**config.mk**
```make
export PLATFORM = sky130hd
export DESIGN_NAME = script_token_scanner
export DESIGN_NICKNAME = d
export VERILOG_FILES = /design/src/hdl/stsc_pkg.sv /design/src/hdl/script_token_scanner.sv /design/src/hdl/stsc_core.sv /design/src/hdl/stsc_fifo.sv
export SDC_FILE = /design/constraint.sdc
export NUM_CORES = 1
export LEC_CHECK = 0
export ABC_AREA = 1
export ABC_CLOCK_PERIOD_IN_PS = 6910
export BUFFER_PORTS_ARGS = -buffer_cell sky130_fd_sc_hd__clkbuf_2
export CAP_MARGIN = 0
export CORE_ASPECT_RATIO = 1.5
export CORE_MARGIN = 2
export CORE_UTILIZATION = 55
export DETAILED_ROUTE_END_ITERATION = 12
export PLACE_DENSITY = 0.71
export SETUP_SLACK_MARGIN = 0.1
export SLEW_MARGIN = 40
export SYNTH_ARGS = -nofsm -noshare
export SYNTH_HDL_FRONTEND = slang
export SYNTH_SLANG_ARGS = --single-unit
export TNS_END_PERCENT = 20
```
**constraint.sdc**
```tcl
create_clock -name clk -period 6.91 [get_ports clk]
set_clock_uncertainty 0.05 [all_clocks]
set_input_delay 0.691 -clock clk [delete_from_list [all_inputs] [get_ports clk]]
set_output_delay 0.691 -clock clk [all_outputs]
set_load 0.01 [all_outputs]
```
**src/hdl/stsc_pkg.sv**
```systemverilog
// ----------------------------------------------------------------------------
// stsc_pkg
// Types, constants and character class functions of the script token scanner.
// ----------------------------------------------------------------------------
package stsc_pkg;

	localparam int MaxText       = 4096;
	localparam int MaxTokenCount = 1024;
	localparam int WordLimit     = 32;
	localparam int QueueDepth    = 4;
	localparam int MaxResults    = 2;

	localparam logic [11:0] PosSat     = 12'((MaxText - 1) < 4095 ? (MaxText - 1) : 4095);
	localparam logic [10:0] LimitCap   = 11'(MaxTokenCount < 1024 ? MaxTokenCount : 1024);
	localparam logic [10:0] LimitReset = 11'd1024;

	localparam logic [7:0] ChNul   = 8'h00;
	localparam logic [7:0] ChOpen  = 8'h28;
	localparam logic [7:0] ChClose = 8'h29;
	localparam logic [7:0] ChDot   = 8'h2e;
	localparam logic [7:0] ChQuote = 8'h22;
	localparam logic [7:0] ChCr    = 8'h0d;
	localparam logic [7:0] ChLf    = 8'h0a;

	typedef enum logic [3:0] {
		KIND_EOF     = 4'd0,
		KIND_OPEN    = 4'd1,
		KIND_CLOSE   = 4'd2,
		KIND_WORD    = 4'd3,
		KIND_S32     = 4'd4,
		KIND_U32     = 4'd5,
		KIND_FLOAT   = 4'd6,
		KIND_DOUBLE  = 4'd7,
		KIND_STRING  = 4'd8,
		KIND_UNKNOWN = 4'd9,
		KIND_END     = 4'd10
	} kind_t;

	typedef enum logic [5:0] {
		MODE_START = 6'b000001,
		MODE_IDLE  = 6'b000010,
		MODE_WORD  = 6'b000100,
		MODE_NUM   = 6'b001000,
		MODE_STR   = 6'b010000,
		MODE_DRAIN = 6'b100000
	} mode_t;

	typedef enum logic [1:0] {
		CLS_OTHER = 2'd0,
		CLS_F     = 2'd1,
		CLS_U     = 2'd2
	} cls_t;

	typedef struct packed {
		kind_t       kind;
		logic [11:0] start;
		logic [11:0] len;
		logic [10:0] num;
		logic        last;
	} result_t;

	typedef struct packed {
		logic [1:0] cnt;
		result_t    r1;
		result_t    r0;
	} push_t;

	function automatic logic [11:0] sat_inc(input logic [11:0] v);
		return (v >= PosSat) ? PosSat : v + 12'd1;
	endfunction

	function automatic logic is_alpha(input logic [7:0] c);
		return (c >= 8'h61 && c <= 8'h7a) || (c >= 8'h41 && c <= 8'h5a);
	endfunction

	function automatic logic is_digit(input logic [7:0] c);
		return c >= 8'h30 && c <= 8'h39;
	endfunction

	function automatic logic is_space(input logic [7:0] c);
		return c == 8'h20 || (c >= 8'h09 && c <= 8'h0d);
	endfunction

	function automatic logic is_word_char(input logic [7:0] c);
		return is_alpha(c) || is_digit(c) || c == 8'h5f;
	endfunction

	function automatic logic is_sign(input logic [7:0] c);
		return c == 8'h2d || c == 8'h2b;
	endfunction

	function automatic cls_t char_class(input logic [7:0] c);
		cls_t r;
		case (c)
			8'h66, 8'h46: r = CLS_F;
			8'h75, 8'h55: r = CLS_U;
			default:      r = CLS_OTHER;
		endcase
		return r;
	endfunction

	function automatic logic is_num_char(input logic [7:0] c);
		return is_digit(c) || is_sign(c) || c == ChDot || c == 8'h65 ||
			char_class(c) != CLS_OTHER;
	endfunction

endpackage

```
**src/hdl/script_token_scanner.sv**
```systemverilog
// ----------------------------------------------------------------------------
// script_token_scanner
// Streaming tokenizer for script text. One text byte is taken per cycle
// while text_stall is low; a byte of zero ends the text. Each byte yields
// zero, one or two tokens, which pass through a four-entry result queue and
// leave one per cycle while token_stall is low. A byte enters an input
// register and is classified there; its tokens enter the queue as the byte
// leaves it. The input stalls while the queue holds more than two
// tokens, so a run of bytes that each yield two tokens settles to one token
// per cycle, which is the output rate. The user must write token_limit only
// while no transaction is in flight; the block does not enforce this.
// ----------------------------------------------------------------------------
module script_token_scanner import stsc_pkg::*; (
	input  logic        clk,
	input  logic        arst_n,
	input  logic        token_limit_we,
	input  logic [10:0] token_limit,
	input  logic        text_valid,
	output logic        text_stall,
	input  logic [7:0]  text_byte,
	output logic        token_valid,
	input  logic        token_stall,
	output logic [3:0]  token_kind,
	output logic [11:0] start_offset,
	output logic [11:0] token_length,
	output logic [10:0] token_number,
	output logic        run_last
);

	logic [10:0] limit_q;
	logic        valid_s1;
	logic [7:0]  text_s1;
	logic        step;
	logic        pop;
	push_t       push;
	result_t     head;
	logic [$clog2(QueueDepth):0] fifo_cnt;

	assign step       = valid_s1 && (fifo_cnt <= ($clog2(QueueDepth) + 1)'(QueueDepth - MaxResults));
	assign text_stall = valid_s1 && !step;
	assign pop        = token_valid && !token_stall;

	always_ff @(posedge clk or negedge arst_n) begin
		if (!arst_n) begin
			limit_q <= LimitReset;
		end else if (token_limit_we) begin
			limit_q <= token_limit;
		end
	end

	always_ff @(posedge clk or negedge arst_n) begin
		if (!arst_n) begin
			valid_s1 <= 1'b0;
		end else if (!text_stall) begin
			valid_s1 <= text_valid;
		end
	end

	always_ff @(posedge clk) begin
		if (text_valid && !text_stall) begin
			text_s1 <= text_byte;
		end
	end

	stsc_core u_core (
		.clk    (clk),
		.arst_n (arst_n),
		.step   (step),
		.c      (text_s1),
		.limit  (limit_q),
		.push   (push)
	);

	stsc_fifo u_fifo (
		.clk    (clk),
		.arst_n (arst_n),
		.push   (push),
		.pop    (pop),
		.head   (head),
		.cnt    (fifo_cnt)
	);

	assign token_valid  = fifo_cnt != '0;
	assign token_kind   = head.kind;
	assign start_offset = head.start;
	assign token_length = head.len;
	assign token_number = head.num;
	assign run_last     = head.last;

	a_queue_bound: assert property (@(posedge clk) disable iff (!arst_n)
		fifo_cnt <= ($clog2(QueueDepth) + 1)'(QueueDepth))
		else $error("result queue overflow");

	a_push_room: assert property (@(posedge clk) disable iff (!arst_n)
		push.cnt != 2'd0 |-> fifo_cnt <= ($clog2(QueueDepth) + 1)'(QueueDepth - MaxResults))
		else $error("push without room");

	a_stall_cause: assert property (@(posedge clk) disable iff (!arst_n)
		text_stall |-> valid_s1 && fifo_cnt > ($clog2(QueueDepth) + 1)'(QueueDepth - MaxResults))
		else $error("input stalled without a full queue");

	a_eof_fields: assert property (@(posedge clk) disable iff (!arst_n)
		token_valid && token_kind == KIND_EOF |-> token_number == '0 && start_offset == '0)
		else $error("eof token not at index zero");

endmodule

```
**src/hdl/stsc_core.sv**
```systemverilog
// ----------------------------------------------------------------------------
// stsc_core
// Scan state and per-byte classification; yields up to two results per byte.
// ----------------------------------------------------------------------------
module stsc_core import stsc_pkg::*; (
	input  logic        clk,
	input  logic        arst_n,
	input  logic        step,
	input  logic [7:0]  c,
	input  logic [10:0] limit,
	output push_t       push
);

	mode_t       mode_q, mode_v;
	logic [11:0] pos_q, pos_v;
	logic [11:0] pstart_q, pstart_v;
	logic [11:0] plen_q, plen_v;
	logic        dot_q, dot_v;
	cls_t        cls_q, cls_v;
	logic [10:0] tok_q, tok_v;
	logic [10:0] lim;
	logic [1:0]  n_v;
	logic        consumed;
	logic        e_req;
	kind_t       e_kind;
	logic [11:0] e_start;
	logic [11:0] e_len;
	result_t     res_v [MaxResults];

	assign lim = (limit > LimitCap) ? LimitCap : limit;

	always_comb begin
		mode_v   = mode_q;
		pos_v    = pos_q;
		pstart_v = pstart_q;
		plen_v   = plen_q;
		dot_v    = dot_q;
		cls_v    = cls_q;
		tok_v    = tok_q;
		n_v      = 2'd0;
		consumed = 1'b0;
		res_v[0] = '0;
		res_v[1] = '0;

		// start of text: clear and emit eof
		if (mode_v == MODE_START) begin
			pos_v    = '0;
			pstart_v = '0;
			plen_v   = '0;
			dot_v    = 1'b0;
			cls_v    = CLS_OTHER;
			res_v[0] = '{KIND_EOF, 12'd0, 12'd0, 11'd0, 1'b0};
			n_v      = 2'd1;
			tok_v    = 11'd1;
			mode_v   = (tok_v >= lim) ? MODE_DRAIN : MODE_IDLE;
		end

		// pending token
		e_req   = 1'b0;
		e_kind  = KIND_WORD;
		e_start = pstart_v;
		e_len   = plen_v;
		case (mode_v)
			MODE_WORD: begin
				if (is_word_char(c)) begin
					plen_v   = sat_inc(plen_v);
					e_len    = plen_v;
					e_req    = plen_v > 12'(WordLimit);
					consumed = 1'b1;
				end else begin
					e_req = 1'b1;
				end
			end
			MODE_NUM: begin
				if (is_num_char(c)) begin
					plen_v   = sat_inc(plen_v);
					dot_v    = dot_v | (c == ChDot);
					cls_v    = char_class(c);
					consumed = 1'b1;
				end else begin
					e_req = 1'b1;
					if (dot_v) begin
						e_kind = (cls_v == CLS_F) ? KIND_FLOAT : KIND_DOUBLE;
					end else begin
						e_kind = (cls_v == CLS_U) ? KIND_U32 : KIND_S32;
					end
				end
			end
			MODE_STR: begin
				e_kind = KIND_STRING;
				if (c == ChQuote) begin
					plen_v   = sat_inc(plen_v);
					e_len    = plen_v;
					e_req    = 1'b1;
					consumed = 1'b1;
				end else if (c == ChNul || c == ChCr || c == ChLf) begin
					e_req = 1'b1;
				end else begin
					plen_v   = sat_inc(plen_v);
					consumed = 1'b1;
				end
			end
			default: begin
			end
		endcase
		if (e_req) begin
			res_v[n_v[0]] = '{e_kind, e_start, e_len, tok_v, 1'b0};
			n_v    = n_v + 2'd1;
			tok_v  = tok_v + 11'd1;
			mode_v = (tok_v >= lim) ? MODE_DRAIN : MODE_IDLE;
		end

		// byte not taken by a pending token
		e_req   = 1'b0;
		e_kind  = KIND_UNKNOWN;
		e_start = pos_v;
		e_len   = 12'd1;
		if (!consumed) begin
			if (c == ChNul) begin
				res_v[n_v[0]] = '{KIND_END, pos_v, 12'd0, tok_v, 1'b0};
				n_v    = n_v + 2'd1;
				mode_v = MODE_START;
			end else if (mode_v == MODE_IDLE) begin
				if (c == ChOpen) begin
					e_req  = 1'b1;
					e_kind = KIND_OPEN;
				end else if (c == ChClose) begin
					e_req  = 1'b1;
					e_kind = KIND_CLOSE;
				end else if (is_space(c)) begin
					e_req = 1'b0;
				end else if (is_alpha(c)) begin
					pstart_v = pos_v;
					plen_v   = 12'd1;
					mode_v   = MODE_WORD;
					e_kind   = KIND_WORD;
					e_req    = 12'd1 > 12'(WordLimit);
				end else if (is_digit(c) || is_sign(c)) begin
					pstart_v = pos_v;
					plen_v   = 12'd1;
					dot_v    = 1'b0;
					cls_v    = CLS_OTHER;
					mode_v   = MODE_NUM;
				end else if (c == ChQuote) begin
					pstart_v = pos_v;
					plen_v   = 12'd1;
					mode_v   = MODE_STR;
				end else begin
					e_req = 1'b1;
				end
			end
		end
		if (e_req) begin
			res_v[n_v[0]] = '{e_kind, e_start, e_len, tok_v, 1'b0};
			n_v    = n_v + 2'd1;
			tok_v  = tok_v + 11'd1;
			mode_v = (tok_v >= lim) ? MODE_DRAIN : MODE_IDLE;
		end

		if (c != ChNul) begin
			pos_v = sat_inc(pos_v);
		end

		// mark the last result of this byte
		if (n_v == 2'd2) begin
			res_v[1].last = 1'b1;
		end else if (n_v == 2'd1) begin
			res_v[0].last = 1'b1;
		end
	end

	assign push.cnt = step ? n_v : 2'd0;
	assign push.r0  = res_v[0];
	assign push.r1  = res_v[1];

	always_ff @(posedge clk or negedge arst_n) begin
		if (!arst_n) begin
			mode_q   <= MODE_START;
			pos_q    <= '0;
			pstart_q <= '0;
			plen_q   <= '0;
			dot_q    <= 1'b0;
			cls_q    <= CLS_OTHER;
			tok_q    <= '0;
		end else if (step) begin
			mode_q   <= mode_v;
			pos_q    <= pos_v;
			pstart_q <= pstart_v;
			plen_q   <= plen_v;
			dot_q    <= dot_v;
			cls_q    <= cls_v;
			tok_q    <= tok_v;
		end
	end

endmodule

```
**src/hdl/stsc_fifo.sv**
```systemverilog
// ----------------------------------------------------------------------------
// stsc_fifo
// Result queue: takes up to two results a cycle, delivers one.
// ----------------------------------------------------------------------------
module stsc_fifo import stsc_pkg::*; (
	input  logic    clk,
	input  logic    arst_n,
	input  push_t   push,
	input  logic    pop,
	output result_t head,
	output logic [$clog2(QueueDepth):0] cnt
);

	localparam int PtrW = $clog2(QueueDepth);

	result_t         mem_q [QueueDepth];
	logic [PtrW-1:0] wr_ptr_q;
	logic [PtrW-1:0] rd_ptr_q;
	logic [PtrW:0]   cnt_q;
	logic [PtrW-1:0] wr_next;

	assign wr_next = wr_ptr_q + PtrW'(1);
	assign head    = mem_q[rd_ptr_q];
	assign cnt     = cnt_q;

	always_ff @(posedge clk) begin
		if (push.cnt != 2'd0) begin
			mem_q[wr_ptr_q] <= push.r0;
		end
		if (push.cnt == 2'd2) begin
			mem_q[wr_next] <= push.r1;
		end
	end

	always_ff @(posedge clk or negedge arst_n) begin
		if (!arst_n) begin
			wr_ptr_q <= '0;
			rd_ptr_q <= '0;
			cnt_q    <= '0;
		end else begin
			wr_ptr_q <= wr_ptr_q + PtrW'(push.cnt);
			if (pop) begin
				rd_ptr_q <= rd_ptr_q + PtrW'(1);
			end
			cnt_q <= cnt_q + (PtrW + 1)'(push.cnt) - (PtrW + 1)'(pop);
		end
	end

endmodule
```
==> results.json <==
{
  "outcome": "finished clean",
  "synth_top_family_by_area": "simple AND/OR/NAND/NOR gates",
  "min_to": "text_s1[5]",
  "wirelength_um": 43800,
  "slowest_delay_ns": 0.54,
  "regToRegEndpoint": "u_fifo.cnt[2]",
  "r2r-start": "u_core.mode_q[0]",
  "synth_compound_area_share_pct": 14.6,
  "fillers": 2516,
  "grt_overflow": 0,
  "ys_ff_latch": 243,
  "worst-r2r-cell-count": 34,
  "peakVddDrop_mv": 0.260,
  "hold_depth": 1,
  "p_per_area_nw_per_um2": 449,
  "io_buffers": 65,
  "antenna_found_initial": 0,
  "fin_setup_tns_ns": 0,
  "grt_start_max_net_pins": 145,
  "drt_iter0_drc": 1449,
  "grt_pass1_vias": 13607,
  "cts-root-buf": "clkbuf_16",
  "hold_viol": 0,
  "path_clk_slew_ns": 0.07,
  "initial_core_util_pct": 55.6,
  "place_area_um2": 16000,
  "viasPerCell": 5.97,
  "syn_area_per_cell_um2": 7.64,
  "p_leak_nw": 7.59,
  "n_antenna_cell": 0,
  "crit_start": "u_core.mode_q[0]",
  "min_from": "text_byte[5]",
  "clk_latency_ns": 0.54,
  "grt_pass1_wl_um": 70900,
  "yosys_warnings": 0,
  "drc": 0,
  "rsz0062_at_grt": "false",
  "hold_path_class": "input port to register",
  "detail-route-antenna-nets": 0,
  "period_share_pct": 87.9,
  "setup_viol": 0,
  "hpwl_um": 29300,
  "end_kind": "register",
  "die_height_um": 210,
  "ios": 66,
  "fmax_mhz": 165,
  "chipWidth_um": 141,
  "yosysSeqAreaShare_pct": 44.7,
  "htree_levels": 1,
  "cts_resized": 0,
  "gp_congestion": 0.972,
  "worstPathMaxFanout": 47,
  "yosys.area_share.adder_pct": 2.71,
  "core_um2": 27900,
  "cts_buffers": 25,
  "tightest_slew_ns": 0.800,
  "syn_inst": 2026,
  "critPathMostFrequentCell": "inv_1",
  "die_area_um2": 29500,
  "pre_cts_slack_ns": 0.971,
  "synthFlopType": "edfxtp_1",
  "vias": 14334,
  "regArea_um2": 6930,
  "multiInputGateArea_um2": 7460,
  "syn2layout_area_growth_pct": 9.19,
  "worst-setup-path-type": "register to register",
  "synth-edff-count": 168,
  "grt_use_total_pct": 29.6,
  "required_ns": 7.33,
  "reg2reg_slack_ns": 0.84,
  "finish.instance_area_um2": 16900,
  "cts_tree": "yes",
  "maxCapViolations": 0,
  "synth-async-reset-ratio_pct": 30.9,
  "muxShareOfSynthArea_pct": 0.291,
  "numClockSinks": 243,
  "crit_slowest_cell": "dfstp_2",
  "num_rows": 75,
  "worst_setup_path_start_kind": "register",
  "clockBufferDepth": 3,
  "nNetsFinal": 2093,
  "syn_nets": 2083,
  "yosys.area_share.xor_xnor_pct": 1.53,
  "avgRoutedWirePerCell_um": 18.3,
  "synth.distinct_cells": 58,
  "slew_viol_final": 0,
  "arrival_ns": 6.50,
  "slew_headroom_pct": 45.3,
  "dr.pass1.iters": 6,
  "period_minus_slack_ns": 6.07,
  "setup_slack_ns": 0.836,
  "syn_area_um2": 15500,
  "synthSimpleGateAreaFrac_pct": 28.9,
  "layout-drive-gt1-share_pct": 9.54
}
## worst max-delay path: cells and delay by family, from the launching register on
| family | cells | cell delay (ns) |
|---|---|---|
| simple gates | 17 | 2.55 |
| fa+ha+maj | 5 | 1.29 |
| buf+inv | 7 | 0.76 |
| flops | 1 | 0.54 |
| xor+xnor | 3 | 0.50 |
| compound gates | 2 | 0.30 |
## per-stage QoR
step	hold slack (ns)	std cells	util (%)	power, W
floorplan	0.345	2026	-	0.00493
global placement	0.412	2354	57.5	0.00601
detailed placement	0.416	2354	57.5	0.00609
CTS	0.260	2400	60.7	0.00757
global route	0.269	2400	60.7	0.00812
finish	0.272	2400	60.7	0.00760
## power by group
part	total (W)	internal (W)	leakage [nW]	switching, W
Sequential	0.00220	0.00204	2.52	0.000163
Clock	0.00147	0.000879	0.419	0.000592
Combinational	0.00393	0.00112	4.65	0.00280
Total	0.00760	0.00404	7.59	0.00356
## how the worst max path moves through the flow
stage / endpoint / slack, ns / cells past startpoint
2_1_floorplan: u_fifo.mem_q[0][0] / 1.13 / 32
3_3_place_gp: u_core.mode_q[5] / 1.14 / 27
3_5_place_dp: u_core.mode_q[5] / 0.97 / 26
4_1_cts: u_fifo.cnt[2] / 0.88 / 34
5_1_grt: u_core.mode_q[5] / 0.29 / 28
6_report: u_fifo.cnt[2] / 0.84 / 34
## state kept, by name (all words and copies together) (netlist names)
name             cells
u_fifo.mem_q       160
u_core.plen_q       12
u_core.pos_q        12
u_core.pstart_q     12
limit_q             11
u_core.tok_q        11
text_s1              8
u_core.mode_q        6
u_fifo.cnt           3
u_core.cls_q         2
u_fifo.rd_ptr_q      2
u_fifo.wr_ptr_q      2
u_core.dot_q         1
valid_s1             1
## Yosys cell counts (all sizes together) (3+ instances only)
master	count	area, µm²
xnor2	3	26.3
xor2	24	210
nand2	595	2250
o22ai	45	282
buf	44	277
a21oi	73	369
clkbuf	69	259
nand4	19	131
clkinv	3	11.3
mux2	4	45.0
edfxtp	168	5040
nor2	212	876
nand3	196	1050
a221oi	4	35.0
a31oi	5	31.3
o211ai	32	245
a211oi	4	30.0
nor4	6	37.5
a2bb2oi	3	26.3
a22oi	5	37.5
o21ai	214	1090
dfrtp	73	1830
ha	32	400
inv	153	574
nor3	16	90.1
o221ai	4	35.0
## cells by family (layout without fill, tap and decap cells)
kind of cell / Yosys count / in the layout
flip-flops: 243 / 243
multiplexers: 4 / 4
buffers and inverters: 269 / 297
adder cells (fa/ha/maj): 33 / 33
AND/OR/NAND/NOR: 1050 / 1050
AO/OA/AOI/OAI: 400 / 400
XOR/XNOR: 27 / 27
## cell type report
type                       instances  share of cell area [%]
inverter                         156                    3.46
clock buffer                      33                    3.99
sequential                       243                    40.9
timing repair buffer              96                    3.72
clock inverter                    12                    1.18
tap                              346                    2.56
multi-input combinational       1514                    44.1
## metal layers
metal | global-route usage, % | vias to the layer above | share of wire [%]
met5 | 0 | - | 0
met3 | 3.08 | 103 | 6.5
met2 | 50.7 | 618 | 50
li1 | - | 6891 | -
met4 | 11.6 | 0 | 3.3
met1 | 38.9 | 6722 | 41
## what timing repair did
action / in CTS / in global routing
hold buffers: 1 / 0
setup buffers: 0 / 0
endpoints found under the hold margin: 20 / 0
## placed cells by master (no fill, tap or decap), drive strengths merged, types with 32 or more instances in the layout
master	instances
nand2	595
o21ai	214
nor2	212
nand3	196
edfxtp	168
inv	154
clkbuf	97
a21oi	73
dfrtp	73
o22ai	45
ha	32
o211ai	32
(Power assumes the default switching activity.)
